<file path="config.mk">
export PLATFORM = sky130hd
export DESIGN_NAME = rpn_stack_evaluator_unit
export DESIGN_NICKNAME = d
export VERILOG_FILES = /design/src/rtl/rpn_pkg.sv /design/src/rtl/rpn_div.sv /design/src/rtl/rpn_stack_evaluator_unit.sv
export SDC_FILE = /design/constraint.sdc
export NUM_CORES = 2
export LEC_CHECK = 0
export CAP_MARGIN = 5
export CORE_ASPECT_RATIO = 1.25
export CORE_MARGIN = 2
export CORE_UTILIZATION = 53
export CTS_CLUSTER_DIAMETER = 50
export CTS_CLUSTER_SIZE = 25
export DETAILED_ROUTE_END_ITERATION = 10
export DONT_BUFFER_PORTS = 1
export GPL_TIMING_DRIVEN = 0
export PLACE_DENSITY = 0.75
export SYNTH_ARGS = -nofsm -noshare
export SYNTH_HDL_FRONTEND = slang
export SYNTH_SLANG_ARGS = --single-unit
export TNS_END_PERCENT = 20
</file>
<file path="constraint.sdc">
create_clock -name clk_i -period 23.1 [get_ports clk_i]
set_clock_uncertainty 0.2 [all_clocks]
set_input_delay 2.31 -clock clk_i [delete_from_list [all_inputs] [get_ports clk_i]]
set_output_delay 2.31 -clock clk_i [all_outputs]
set_load 0.01 [all_outputs]
</file>
<file path="src/rtl/rpn_pkg.sv">
// shared constants, codes and types for the postfix stack evaluator
package rpn_pkg;

  // stack geometry
  localparam int STACK_DEPTH = 16;
  localparam int DATA_WIDTH  = 32;
  localparam int IDX_W       = $clog2(STACK_DEPTH);
  localparam int CNT_W       = $clog2(STACK_DEPTH + 1);
  localparam int DIV_CNT_W   = $clog2(DATA_WIDTH);

  // beat field widths
  localparam int CMD_W       = 3;
  localparam int OPND_W      = 32;
  localparam int VALUE_W     = 32;
  localparam int STATUS_W    = 2;
  localparam int DEPTH_OUT_W = 5;
  localparam int M_TDATA_W   = 40;
  localparam int M_PAD_W     = M_TDATA_W - VALUE_W - DEPTH_OUT_W;

  // token codes
  localparam logic [CMD_W-1:0] CMD_PUSH  = 3'd0;
  localparam logic [CMD_W-1:0] CMD_ADD   = 3'd1;
  localparam logic [CMD_W-1:0] CMD_SUB   = 3'd2;
  localparam logic [CMD_W-1:0] CMD_MUL   = 3'd3;
  localparam logic [CMD_W-1:0] CMD_DIV   = 3'd4;
  localparam logic [CMD_W-1:0] CMD_YIELD = 3'd5;

  typedef enum logic [STATUS_W-1:0] {
    ST_OK    = 2'd0,
    ST_UNDER = 2'd1,
    ST_OVER  = 2'd2,
    ST_DIVZ  = 2'd3
  } status_e;

  typedef enum logic [2:0] {
    S_IDLE,
    S_DECODE,
    S_EXEC,
    S_DIV,
    S_REFILL,
    S_OUT
  } rpn_state_e;

endpackage

</file>
<file path="src/rtl/rpn_div.sv">
// bit-serial signed divider, truncating, one quotient bit per cycle
module rpn_div (
  input  logic                           clk_i,
  input  logic                           rst_ni,
  input  logic                           start_i,
  input  logic [rpn_pkg::DATA_WIDTH-1:0] dividend_i,
  input  logic [rpn_pkg::DATA_WIDTH-1:0] divisor_i,
  output logic                           done_o,
  output logic [rpn_pkg::DATA_WIDTH-1:0] quotient_o
);

  localparam int W = rpn_pkg::DATA_WIDTH;

  logic                           busy_q, done_q, neg_q;
  logic [rpn_pkg::DIV_CNT_W-1:0]  cnt_q;
  logic [W-1:0]                   rem_q, quo_q, dvs_q;
  logic [W-1:0]                   mag_a, mag_b;
  logic [W:0]                     shifted, trial;

  // magnitudes; the most negative value maps onto its own unsigned pattern
  assign mag_a = dividend_i[W-1] ? (~dividend_i + W'(1)) : dividend_i;
  assign mag_b = divisor_i[W-1]  ? (~divisor_i + W'(1))  : divisor_i;

  assign shifted = {rem_q, quo_q[W-1]};
  assign trial   = shifted - {1'b0, dvs_q};

  always_ff @(posedge clk_i or negedge rst_ni) begin
    if (!rst_ni) begin
      busy_q <= 1'b0;
      done_q <= 1'b0;
      cnt_q  <= '0;
    end else begin
      done_q <= 1'b0;
      if (start_i) begin
        busy_q <= 1'b1;
        cnt_q  <= rpn_pkg::DIV_CNT_W'(W - 1);
      end else if (busy_q) begin
        cnt_q <= cnt_q - rpn_pkg::DIV_CNT_W'(1);
        if (cnt_q == '0) begin
          busy_q <= 1'b0;
          done_q <= 1'b1;
        end
      end
    end
  end

  always_ff @(posedge clk_i) begin
    if (start_i) begin
      neg_q <= dividend_i[W-1] ^ divisor_i[W-1];
      quo_q <= mag_a;
      dvs_q <= mag_b;
      rem_q <= '0;
    end else if (busy_q) begin
      if (!trial[W]) begin
        rem_q <= trial[W-1:0];
        quo_q <= {quo_q[W-2:0], 1'b1};
      end else begin
        rem_q <= shifted[W-1:0];
        quo_q <= {quo_q[W-2:0], 1'b0};
      end
    end
  end

  assign done_o     = done_q;
  assign quotient_o = neg_q ? (~quo_q + W'(1)) : quo_q;

endmodule

</file>
<file path="src/rtl/rpn_stack_evaluator_unit.sv">
// top level of the postfix stack evaluator: stack memory, token sequencer, result register
//
// channel  dir  beat fields (low bit first)
// -------  ---  ----------------------------------------------------------
// s_axis   in   tuser: cmd[2:0]; tdata: operand[31:0]
// m_axis   out  tuser: status[1:0]; tdata: top_value[31:0], stack_depth[36:32], pad
//
// one token at a time: push and yield pass through decode to the result register (yield
// with a refill of the top entry also through refill), add, subtract and multiply through
// decode and execute, divide also through the bit-serial divider, one quotient bit per cycle
// the next token is accepted while a finished result still waits in the output register
// reset empties the stack; the stack memory itself is never cleared, only entries
// below the depth count are ever read
// a stalled result sink holds the sequencer in its output state, nothing is dropped
module rpn_stack_evaluator_unit (
  input  logic                          clk_i,
  input  logic                          rst_ni,
  // token in
  input  logic                          s_axis_tvalid_i,
  output logic                          s_axis_tready_o,
  input  logic [rpn_pkg::OPND_W-1:0]    s_axis_tdata_i,  // [31:0] operand
  input  logic [rpn_pkg::CMD_W-1:0]     s_axis_tuser_i,  // [2:0] cmd
  // result out
  output logic                          m_axis_tvalid_o,
  input  logic                          m_axis_tready_i,
  output logic [rpn_pkg::M_TDATA_W-1:0] m_axis_tdata_o,  // [31:0] top_value, [36:32] stack_depth
  output logic [rpn_pkg::STATUS_W-1:0]  m_axis_tuser_o   // [1:0] status
);

  localparam int W = rpn_pkg::DATA_WIDTH;

  // sequencer state
  rpn_pkg::rpn_state_e state_q, state_d;

  // token being worked on
  logic [rpn_pkg::CMD_W-1:0] cmd_q, cmd_d;
  logic [W-1:0]              opnd_q, opnd_d;

  // stack control: depth count and a cached copy of the top entry
  logic [rpn_pkg::CNT_W-1:0] cnt_q, cnt_d;
  logic [W-1:0]              top_q, top_d;

  // result under construction
  logic [W-1:0]              pop_q, pop_d;
  logic                      yld_q, yld_d;
  rpn_pkg::status_e          st_q, st_d;

  // result register feeding the master side
  logic                         m_valid_q;
  logic [rpn_pkg::VALUE_W-1:0]  out_val_q;
  logic [rpn_pkg::DEPTH_OUT_W-1:0] out_depth_q;
  rpn_pkg::status_e             out_st_q;
  logic                         out_load, out_free;
  logic [W-1:0]                 res_val;

  // stack memory, one write and one registered read port
  logic [W-1:0]              stack_mem_q [rpn_pkg::STACK_DEPTH];
  logic                      mem_we, mem_re;
  logic [rpn_pkg::IDX_W-1:0] mem_waddr, mem_raddr;
  logic [W-1:0]              mem_wdata, rd_data_q;

  // arithmetic
  logic [W-1:0] alu_a, alu_b, alu_sum, alu_diff, alu_prod;
  logic         div_start, div_done;
  logic [W-1:0] div_quo;

  logic s_fire;
  logic cnt_full, cnt_lt2, cnt_zero;

  assign s_fire   = s_axis_tvalid_i && s_axis_tready_o;
  assign out_free = !m_valid_q || m_axis_tready_i;
  assign cnt_full = cnt_q >= rpn_pkg::CNT_W'(rpn_pkg::STACK_DEPTH);
  assign cnt_lt2  = cnt_q < rpn_pkg::CNT_W'(2);
  assign cnt_zero = cnt_q == '0;

  // left operand comes from memory, right operand from the top cache
  assign alu_a    = rd_data_q;
  assign alu_b    = top_q;
  assign alu_sum  = alu_a + alu_b;
  assign alu_diff = alu_a - alu_b;
  assign alu_prod = alu_a * alu_b;

  rpn_div u_div (
    .clk_i      (clk_i),
    .rst_ni     (rst_ni),
    .start_i    (div_start),
    .dividend_i (alu_a),
    .divisor_i  (alu_b),
    .done_o     (div_done),
    .quotient_o (div_quo)
  );

  // next state
  always_comb begin
    state_d = state_q;
    case (state_q)
      rpn_pkg::S_IDLE: begin
        if (s_fire) state_d = rpn_pkg::S_DECODE;
      end
      rpn_pkg::S_DECODE: begin
        case (cmd_q)
          rpn_pkg::CMD_ADD, rpn_pkg::CMD_SUB, rpn_pkg::CMD_MUL, rpn_pkg::CMD_DIV: begin
            state_d = cnt_lt2 ? rpn_pkg::S_OUT : rpn_pkg::S_EXEC;
          end
          rpn_pkg::CMD_YIELD: begin
            state_d = cnt_lt2 ? rpn_pkg::S_OUT : rpn_pkg::S_REFILL;
          end
          default: state_d = rpn_pkg::S_OUT;
        endcase
      end
      rpn_pkg::S_EXEC: begin
        if (cmd_q == rpn_pkg::CMD_DIV && alu_b != '0) state_d = rpn_pkg::S_DIV;
        else state_d = rpn_pkg::S_OUT;
      end
      rpn_pkg::S_DIV: begin
        if (div_done) state_d = rpn_pkg::S_OUT;
      end
      rpn_pkg::S_REFILL: state_d = rpn_pkg::S_OUT;
      rpn_pkg::S_OUT: begin
        if (out_free) state_d = rpn_pkg::S_IDLE;
      end
      default: state_d = rpn_pkg::S_IDLE;
    endcase
  end

  // datapath control per state
  always_comb begin
    s_axis_tready_o = 1'b0;
    cmd_d     = cmd_q;
    opnd_d    = opnd_q;
    cnt_d     = cnt_q;
    top_d     = top_q;
    pop_d     = pop_q;
    yld_d     = yld_q;
    st_d      = st_q;
    mem_we    = 1'b0;
    mem_re    = 1'b0;
    mem_waddr = rpn_pkg::IDX_W'(cnt_q - rpn_pkg::CNT_W'(2));
    mem_raddr = rpn_pkg::IDX_W'(cnt_q - rpn_pkg::CNT_W'(2));
    mem_wdata = alu_sum;
    div_start = 1'b0;
    out_load  = 1'b0;
    case (state_q)
      rpn_pkg::S_IDLE: begin
        // ready is always high here, so a valid beat is taken
        s_axis_tready_o = 1'b1;
        if (s_axis_tvalid_i) begin
          cmd_d  = s_axis_tuser_i;
          opnd_d = W'(signed'(s_axis_tdata_i));
          st_d   = rpn_pkg::ST_OK;
          yld_d  = 1'b0;
        end
      end
      rpn_pkg::S_DECODE: begin
        case (cmd_q)
          rpn_pkg::CMD_PUSH: begin
            if (cnt_full) begin
              st_d = rpn_pkg::ST_OVER;
            end else begin
              mem_we    = 1'b1;
              mem_waddr = rpn_pkg::IDX_W'(cnt_q);
              mem_wdata = opnd_q;
              top_d     = opnd_q;
              cnt_d     = cnt_q + rpn_pkg::CNT_W'(1);
            end
          end
          rpn_pkg::CMD_ADD, rpn_pkg::CMD_SUB, rpn_pkg::CMD_MUL, rpn_pkg::CMD_DIV: begin
            // fetch the left operand, the right one sits in the top cache
            if (cnt_lt2) st_d = rpn_pkg::ST_UNDER;
            else mem_re = 1'b1;
          end
          rpn_pkg::CMD_YIELD: begin
            if (cnt_zero) begin
              st_d = rpn_pkg::ST_UNDER;
            end else begin
              pop_d  = top_q;
              yld_d  = 1'b1;
              cnt_d  = cnt_q - rpn_pkg::CNT_W'(1);
              // entry below becomes the new top
              mem_re = !cnt_lt2;
            end
          end
          default: ;
        endcase
      end
      rpn_pkg::S_EXEC: begin
        case (cmd_q)
          rpn_pkg::CMD_DIV: begin
            if (alu_b == '0) st_d = rpn_pkg::ST_DIVZ;
            else div_start = 1'b1;
          end
          default: begin
            if (cmd_q == rpn_pkg::CMD_SUB) mem_wdata = alu_diff;
            else if (cmd_q == rpn_pkg::CMD_MUL) mem_wdata = alu_prod;
            else mem_wdata = alu_sum;
            mem_we = 1'b1;
            top_d  = mem_wdata;
            cnt_d  = cnt_q - rpn_pkg::CNT_W'(1);
          end
        endcase
      end
      rpn_pkg::S_DIV: begin
        if (div_done) begin
          mem_we    = 1'b1;
          mem_wdata = div_quo;
          top_d     = div_quo;
          cnt_d     = cnt_q - rpn_pkg::CNT_W'(1);
        end
      end
      rpn_pkg::S_REFILL: top_d = rd_data_q;
      rpn_pkg::S_OUT: out_load = out_free;
      default: ;
    endcase
  end

  // popped value on a yield, else the top or zero on an empty stack
  assign res_val = yld_q ? pop_q : (cnt_zero ? '0 : top_q);

  always_ff @(posedge clk_i or negedge rst_ni) begin
    if (!rst_ni) begin
      state_q   <= rpn_pkg::S_IDLE;
      cnt_q     <= '0;
      m_valid_q <= 1'b0;
    end else begin
      state_q <= state_d;
      cnt_q   <= cnt_d;
      if (out_load) m_valid_q <= 1'b1;
      else if (m_axis_tready_i) m_valid_q <= 1'b0;
    end
  end

  always_ff @(posedge clk_i) begin
    cmd_q  <= cmd_d;
    opnd_q <= opnd_d;
    top_q  <= top_d;
    pop_q  <= pop_d;
    yld_q  <= yld_d;
    st_q   <= st_d;
    if (out_load) begin
      out_val_q   <= rpn_pkg::VALUE_W'(signed'(res_val));
      out_depth_q <= rpn_pkg::DEPTH_OUT_W'(cnt_q);
      out_st_q    <= st_q;
    end
  end

  // stack memory
  always_ff @(posedge clk_i) begin
    if (mem_we) stack_mem_q[mem_waddr] <= mem_wdata;
    if (mem_re) rd_data_q <= stack_mem_q[mem_raddr];
  end

  assign m_axis_tvalid_o = m_valid_q;
  assign m_axis_tdata_o  = {{rpn_pkg::M_PAD_W{1'b0}}, out_depth_q, out_val_q};
  assign m_axis_tuser_o  = out_st_q;

  // depth count never passes the stack size
  a_cnt_bound: assert property (@(posedge clk_i) disable iff (!rst_ni)
    cnt_q <= rpn_pkg::CNT_W'(rpn_pkg::STACK_DEPTH))
    else $error("stack depth count beyond stack size");

  // divider is only started with a nonzero divisor
  a_div_nonzero: assert property (@(posedge clk_i) disable iff (!rst_ni)
    div_start |-> (alu_b != '0))
    else $error("divider started with zero divisor");

  // quotient arrives only while the sequencer waits for it
  a_div_done_state: assert property (@(posedge clk_i) disable iff (!rst_ni)
    div_done |-> (state_q == rpn_pkg::S_DIV))
    else $error("divider finished outside the divide state");

  // an idle cycle without a new token leaves the stack alone
  a_idle_stable: assert property (@(posedge clk_i) disable iff (!rst_ni)
    (state_q == rpn_pkg::S_IDLE && !s_fire) |=> $stable(cnt_q))
    else $error("stack depth changed while idle");

endmodule

</file>
# == Yosys cells after proc, flatten, opt, wreduce, memory -nomap -nowiden ==
# Memory sizes are Yosys's and may differ from the RTL's. A register that Yosys moved wholly into a read port is not among the register bits.
# Cells that the tools add are included.
# totals
reg_bits,254
ram_bits,512
inputBits,39
output_inout_bits,44
elab_cells,168
memories,1
# op_classes
n_addsub,10
mul,1
magnitude_cmp,2
n_eq_ne,28
n_mux,76
n_bitwise,5
n_reduce_logical,25
# mem_list
memory,depth,width,read_ports,rd_ports_with_merged_regs,write_ports,line,source
stack_mem_q,16,32,1,1,1,rpn_stack_evaluator_unit.sv:57,logic [W-1:0] stack_mem_q [rpn_pkg::STACK_DEPTH];
# ops
operator,n
two-way mux 32 bit,17
case mux 32 bit (4 select lines),1
adder 32 x 1 -> 32 bit (second input constant),3
NOT 32 bit,3
case mux 32 bit (3 select lines),1
subtractor 33 x 32 -> 33 bit,1
adder 32 bit,1
logical NOT 32 bit,1
multiplier 32 x 32 -> 32 bit,1
nonzero test 32 bit,1
subtractor 32 bit,1
two-way mux 31 bit,1
two-way mux 5 bit,6
two-way mux 1 bit,27
!= test 2 bit (second input constant),9
case mux 3 bit (6 select lines),1
two-way mux 3 bit,5
!= test 3 bit (second input constant),5
case mux 5 bit (3 select lines),1
equality test 3 x 2 -> 1 bit (second input constant),4
equality test 3 bit (second input constant),4
two-way mux 2 bit,6
two-way mux 4 bit,3
case mux 2 bit (3 select lines),2
other kinds (30),42

# == Logic depth before layout (Yosys ltp) ==
# logic_depth
depth_word,6
ltp_mapped,29
mapped_depth_nobuf,27

# == Hierarchy ==
# Synthesis repeated with hierarchy kept, for this count alone.
# unflattened
hier_cells,4726
hier_area_um2,54871.4
# by_module_without_submodules
module,n_inst,cells_each,area_per_inst_um2,seq_area_each_um2
rpn_stack_evaluator_unit,1,3806,47058.9,20794.9
rpn_div,1,920,7812.5,2767.7

# == Least setup slack after synthesis ==
# Ideal clock, no wire load.
# synth_path
kind,flip-flop to flip-flop
from,reg top_q[3] (netlist: alu_b[3])
to,mem stack_mem_q[0][31] (netlist bit) (data pin)
setup_time_ns,0.330
arrival_time_ns,7.537
required_time_ns,22.570
path_slack_ns,15.033
path_stages_with_launch,28
n_path_buf,2
period_less_slack_ns,8.067
cell_sequence,edfxtp_1 clkbuf_1 clkbuf_1 and2_1 fa_1 inv_1 fa_1 fa_1 fa_1 inv_1 fa_1 inv_1 fa_1 inv_1 fa_1 fa_1 ha_1 a21o_1 a21oi_1 a21oi_1 o2bb2ai_1 a31oi_1 o21ai_0 a31oi_1 xnor2_1 a31oi_1 o311ai_0 o21ai_0
# synth_via
elab_chain_len,5
elab_cells_between_ends,10
cone_classes,2 x add/sub; 1 x mul; 7 x mux
# synth_rtl
element,line,source
from (decl),rpn_stack_evaluator_unit.sv:41,"logic [W-1:0] top_q, top_d;"
from (signal assigned),rpn_stack_evaluator_unit.sv:235,top_q <= top_d;
multiplier 32 x 32 -> 32 bit or adder 32 bit (tied branches),"rpn_stack_evaluator_unit.sv:81, rpn_stack_evaluator_unit.sv:79",
two-way mux 32 bit,rpn_stack_evaluator_unit.sv:194,else if (cmd_q == rpn_pkg::CMD_MUL) mem_wdata = alu_prod;
two-way mux 32 bit,rpn_stack_evaluator_unit.sv:193,if (cmd_q == rpn_pkg::CMD_SUB) mem_wdata = alu_diff;
two-way mux 32 bit,rpn_stack_evaluator_unit.sv:187,case (cmd_q)
case mux 32 bit (3 select lines) *,rpn_stack_evaluator_unit.sv:143,case (state_q)
net mem_wdata[31],rpn_stack_evaluator_unit.sv:60,"logic [W-1:0] mem_wdata, rd_data_q;"
to (decl),rpn_stack_evaluator_unit.sv:57,
# The timed path passes the listed nets; every way through them passes the cells marked *.

# == Worst setup path in the final report ==
# layout_path
from,reg rd_data_q[0] (netlist: alu_a[0]) (read register of stack_mem_q)
to,mem stack_mem_q[14][30] (netlist bit) (data pin)
# layout_via
elab_chain_len,5
elab_cells_between_ends,10
cone_classes,2 x add/sub; 1 x mul; 7 x mux
# layout_rtl
element,line
from (decl),rpn_stack_evaluator_unit.sv:60
multiplier 32 x 32 -> 32 bit or adder 32 bit (tied branches),"rpn_stack_evaluator_unit.sv:81, rpn_stack_evaluator_unit.sv:79"
two-way mux 32 bit,rpn_stack_evaluator_unit.sv:194
two-way mux 32 bit,rpn_stack_evaluator_unit.sv:193
two-way mux 32 bit,rpn_stack_evaluator_unit.sv:187
case mux 32 bit (3 select lines) *,rpn_stack_evaluator_unit.sv:143
net mem_wdata[30],rpn_stack_evaluator_unit.sv:60
# Marks and branches as above.

==> metrics.txt <==
r2r startpoint alu_a[0]$_DFFE_PP_; Post-CTS Setup Bufs 0; Compound-Gate Fraction of Synth Area under 10%; vias per inst 6.41; Root Driver clkbuf_16; post-synth top area share 41.6%; commonest register cell after synthesis edfxtp_1; end of the worst register-to-register path stack_mem_q[14][30]$_DFFE_PP_; cts hold-fix bufs 0; final WL 192,000 µm; CTS tree built; Clock Pin Slew Worst Setup and Hold Paths about 0.090 ns; reg2reg setup slack roughly 11 ns; Clk Latency, worst-skew pair around 0.68 ns; CTS Sinks 798; Die Y around 360 µm; Avg Cell Area, Syn between 10 and 15 µm²; adder-cell area share of the yosys netlist ~20%; Synth Register Bits 798; DP HPWL 145,000 µm; post-route minimum period ~12 ns; CTS resizes 0; die area approximately 100,000 µm²; WL/cell ~31 µm; core area 102,000 µm²; CTS max path bufs 3; Finished Cell Area about 59,000 µm²; DRC 0; slew of the pin with the lowest slew margin 1.43 ns; post-route clock period utilization 52.0%; simple-gate share of the synthesized area a little over a tenth; setup_tns 0 ns; Clock H-tree levels 3; Synth Area in XOR/XNOR under 10%; Fin Hold WS 0.241 ns; largest family of logic cells by synthesized area adder cells; # nets final around 5,400; Worst Reg2Reg Path Length in Cells 26; CP startpoint kind flop; cts bufs inserted 76; post-route ant nets 0; setup ws final between 10 and 15 ns; die width slightly below 300 µm; Syn. warnings 0; Synth async-reset ratio roughly 2.0%; layout cells sized above 1 under 10%; Area Overhead vs Synth 9.55%; status complete, no violations; global placement routability congestion 1.03; post-synth cell types 85; total track usage between 30% and 40%; DR iter-0 viols roughly 4,300; largest cells by area after synthesis edfxtp_1, fa_1, mux4_2, ha_1, inv_1; number of max-cap violations 0; Hold Path End m_axis_tuser_o[0]$_DFFE_PP_; EDFF count, synth 750; Slew Limit Fails 0; drt pass-1 iters 9; initial core utilization roughly 53%; hold path cells 0; Seq/Total Area, Yosys a little over two fifths; PortBufs 0; antenna violations before repair 9; Hold WC Path Type flop to flop; critical path class flop to flop; required time worst endpoint about 23 ns; pre-CTS WS 11.74 ns; most frequent cell after synthesis edfxtp_1; detailed-route via count roughly 39,000; Post-Syn Area 54,100 µm²; CP endpoint kind flop; largest net degree at the start of global routing 43; Rel. slew slack between 4 and 5%; vias in the first global route roughly 40,000; Boundary Pins 83; Mapped Cells about 4,600; Cell Area, Placed ~57,000 µm²; crit path DAT around 12 ns; Max Fclk between 0.08 and 0.09 GHz; Hold Startpoint st_q[0]$_DFFE_PP_; first-pass GRT wire length 277,000 µm; post-synthesis mux area share 7.05%; final setup violation count 0; Final Hold Fails 0; area leader, netlist edfxtp_1; Rows ~130; critical path peak fanout 16; Synth top cells by count edfxtp_1, inv_1, nand2_1, fa_1, and2_1; RSZ-0062 raised after global routing no; total gr overflow 0
==> logic make-up (layout without fill, tap and decap cells) <==
kind of cell / Yosys count / in the layout
buffers and inverters: 767 / 948
DFF: 798 / 798
xor gates and xnor gates: 263 / 263
muxes: 181 / 181
other: 1 / 5
and+or+nand+nor: 1192 / 1192
AOI/OAI and AO/OA: 755 / 755
adders and majority gates: 639 / 639
==> sequential cells by signal, indices dropped and copies added (netlist names) <==
name	flops
alu_a	32
alu_b	32
cmd_q	3
cnt_q	5
m_axis_tuser_o	2
m_axis_tvalid_o	1
opnd_q	32
out_depth_q	5
out_val_q	32
pop_q	32
st_q	2
stack_mem_q	512
state_q	3
u_div.busy_q	1
u_div.cnt_q	5
u_div.done_o	1
u_div.dvs_q	32
u_div.neg_q	1
u_div.quo_q	32
u_div.rem_q	32
yld_q	1
==> cell type report <==
| class | count | area (µm²) |
|---|---|---|
| Timing Repair Buffer | 42 | 664 |
| Clock inverter | 53 | 681 |
| Buffer | 257 | 1020 |
| Fill cell | 8245 | 42300 |
| Inverter | 510 | 1920 |
| Clock buffer | 86 | 1980 |
| Sequential cell | 798 | 23600 |
| Multi-Input combinational cell | 3033 | 27800 |
| Antenna cell | 2 | 5.00 |
| Tap cell | 1330 | 1660 |
==> metrics by stage <==
stage               instances  util (%)
floorplan                4598         -
global placement         5928      54.9
detailed placement       5967      55.7
CTS                      6106      58.3
global route             6109      58.4
finish                   6111      58.4
==> layer usage <==
metal | track usage, % | vias up | share of wire, %
met5 | 0 | - | 0.020
met4 | 28.2 | 6 | 9.3
met3 | 7.65 | 789 | 9.6
met2 | 61.2 | 2508 | 47
met1 | 42.7 | 19600 | 34
li1 | - | 16200 | -
==> worst max-delay path, stage by stage, from the launching register on <==
cell      delay [ns]
edfxtp_1        0.48
clkbuf_1        0.81
clkinv_1        0.91
buf_1           0.73
nor2_1          0.57
ha_1            0.22
inv_1           0.05
fa_1            0.37
inv_1           0.07
ha_1            0.15
inv_1           0.06
fa_1            0.48
fa_1            0.55
inv_1           0.05
fa_1            0.48
fa_1            0.59
fa_1            0.47
ha_1            0.39
nand3_1         0.23
nand2b_1        0.30
o32ai_1         0.85
o221ai_1        0.42
nor2b_1         0.23
o21ai_0         0.23
xor2_1          0.38
mux2i_1         0.23
o221ai_1        1.06
==> worst max path at each step <==
stage	start	to	slack (ns)	depth (start not counted)
floorplan	alu_b[3]$_DFFE_PP_	stack_mem_q[0][31]$_DFFE_PP_	15.03	27
global placement	alu_a[1]$_DFFE_PP_	stack_mem_q[8][27]$_DFFE_PP_	11.39	22
detailed placement	alu_a[0]$_DFFE_PP_	stack_mem_q[6][30]$_DFFE_PP_	11.74	27
CTS	alu_a[0]$_DFFE_PP_	stack_mem_q[0][30]$_DFFE_PP_	11.66	27
global route	alu_a[0]$_DFFE_PP_	stack_mem_q[0][30]$_DFFE_PP_	11.10	27
finish	alu_a[0]$_DFFE_PP_	stack_mem_q[14][30]$_DFFE_PP_	11.09	26
==> cells in the final DEF, fill, tap and decap left out, drive strengths merged, types with 17 or more instances in the layout <==
master	instances
and2	262
o21ai	230
o31ai	40
edfxtp	750
fa	411
nand2b	32
nor3	38
dfxtp	32
a31oi	17
a221oi	21
inv	534
o211ai	22
xor2	78
a21oi	198
mux4	160
nor2	237
buf	72
clkbuf	313
xnor2	185
a211oi	33
nand2	474
mux2i	19
o21bai	23
or3	26
nand3	35
ha	228
clkinv	20
a21o	27
Power is not shown: default switching activity piles up to over one toggle a cycle in this logic, so the estimate is an artifact.
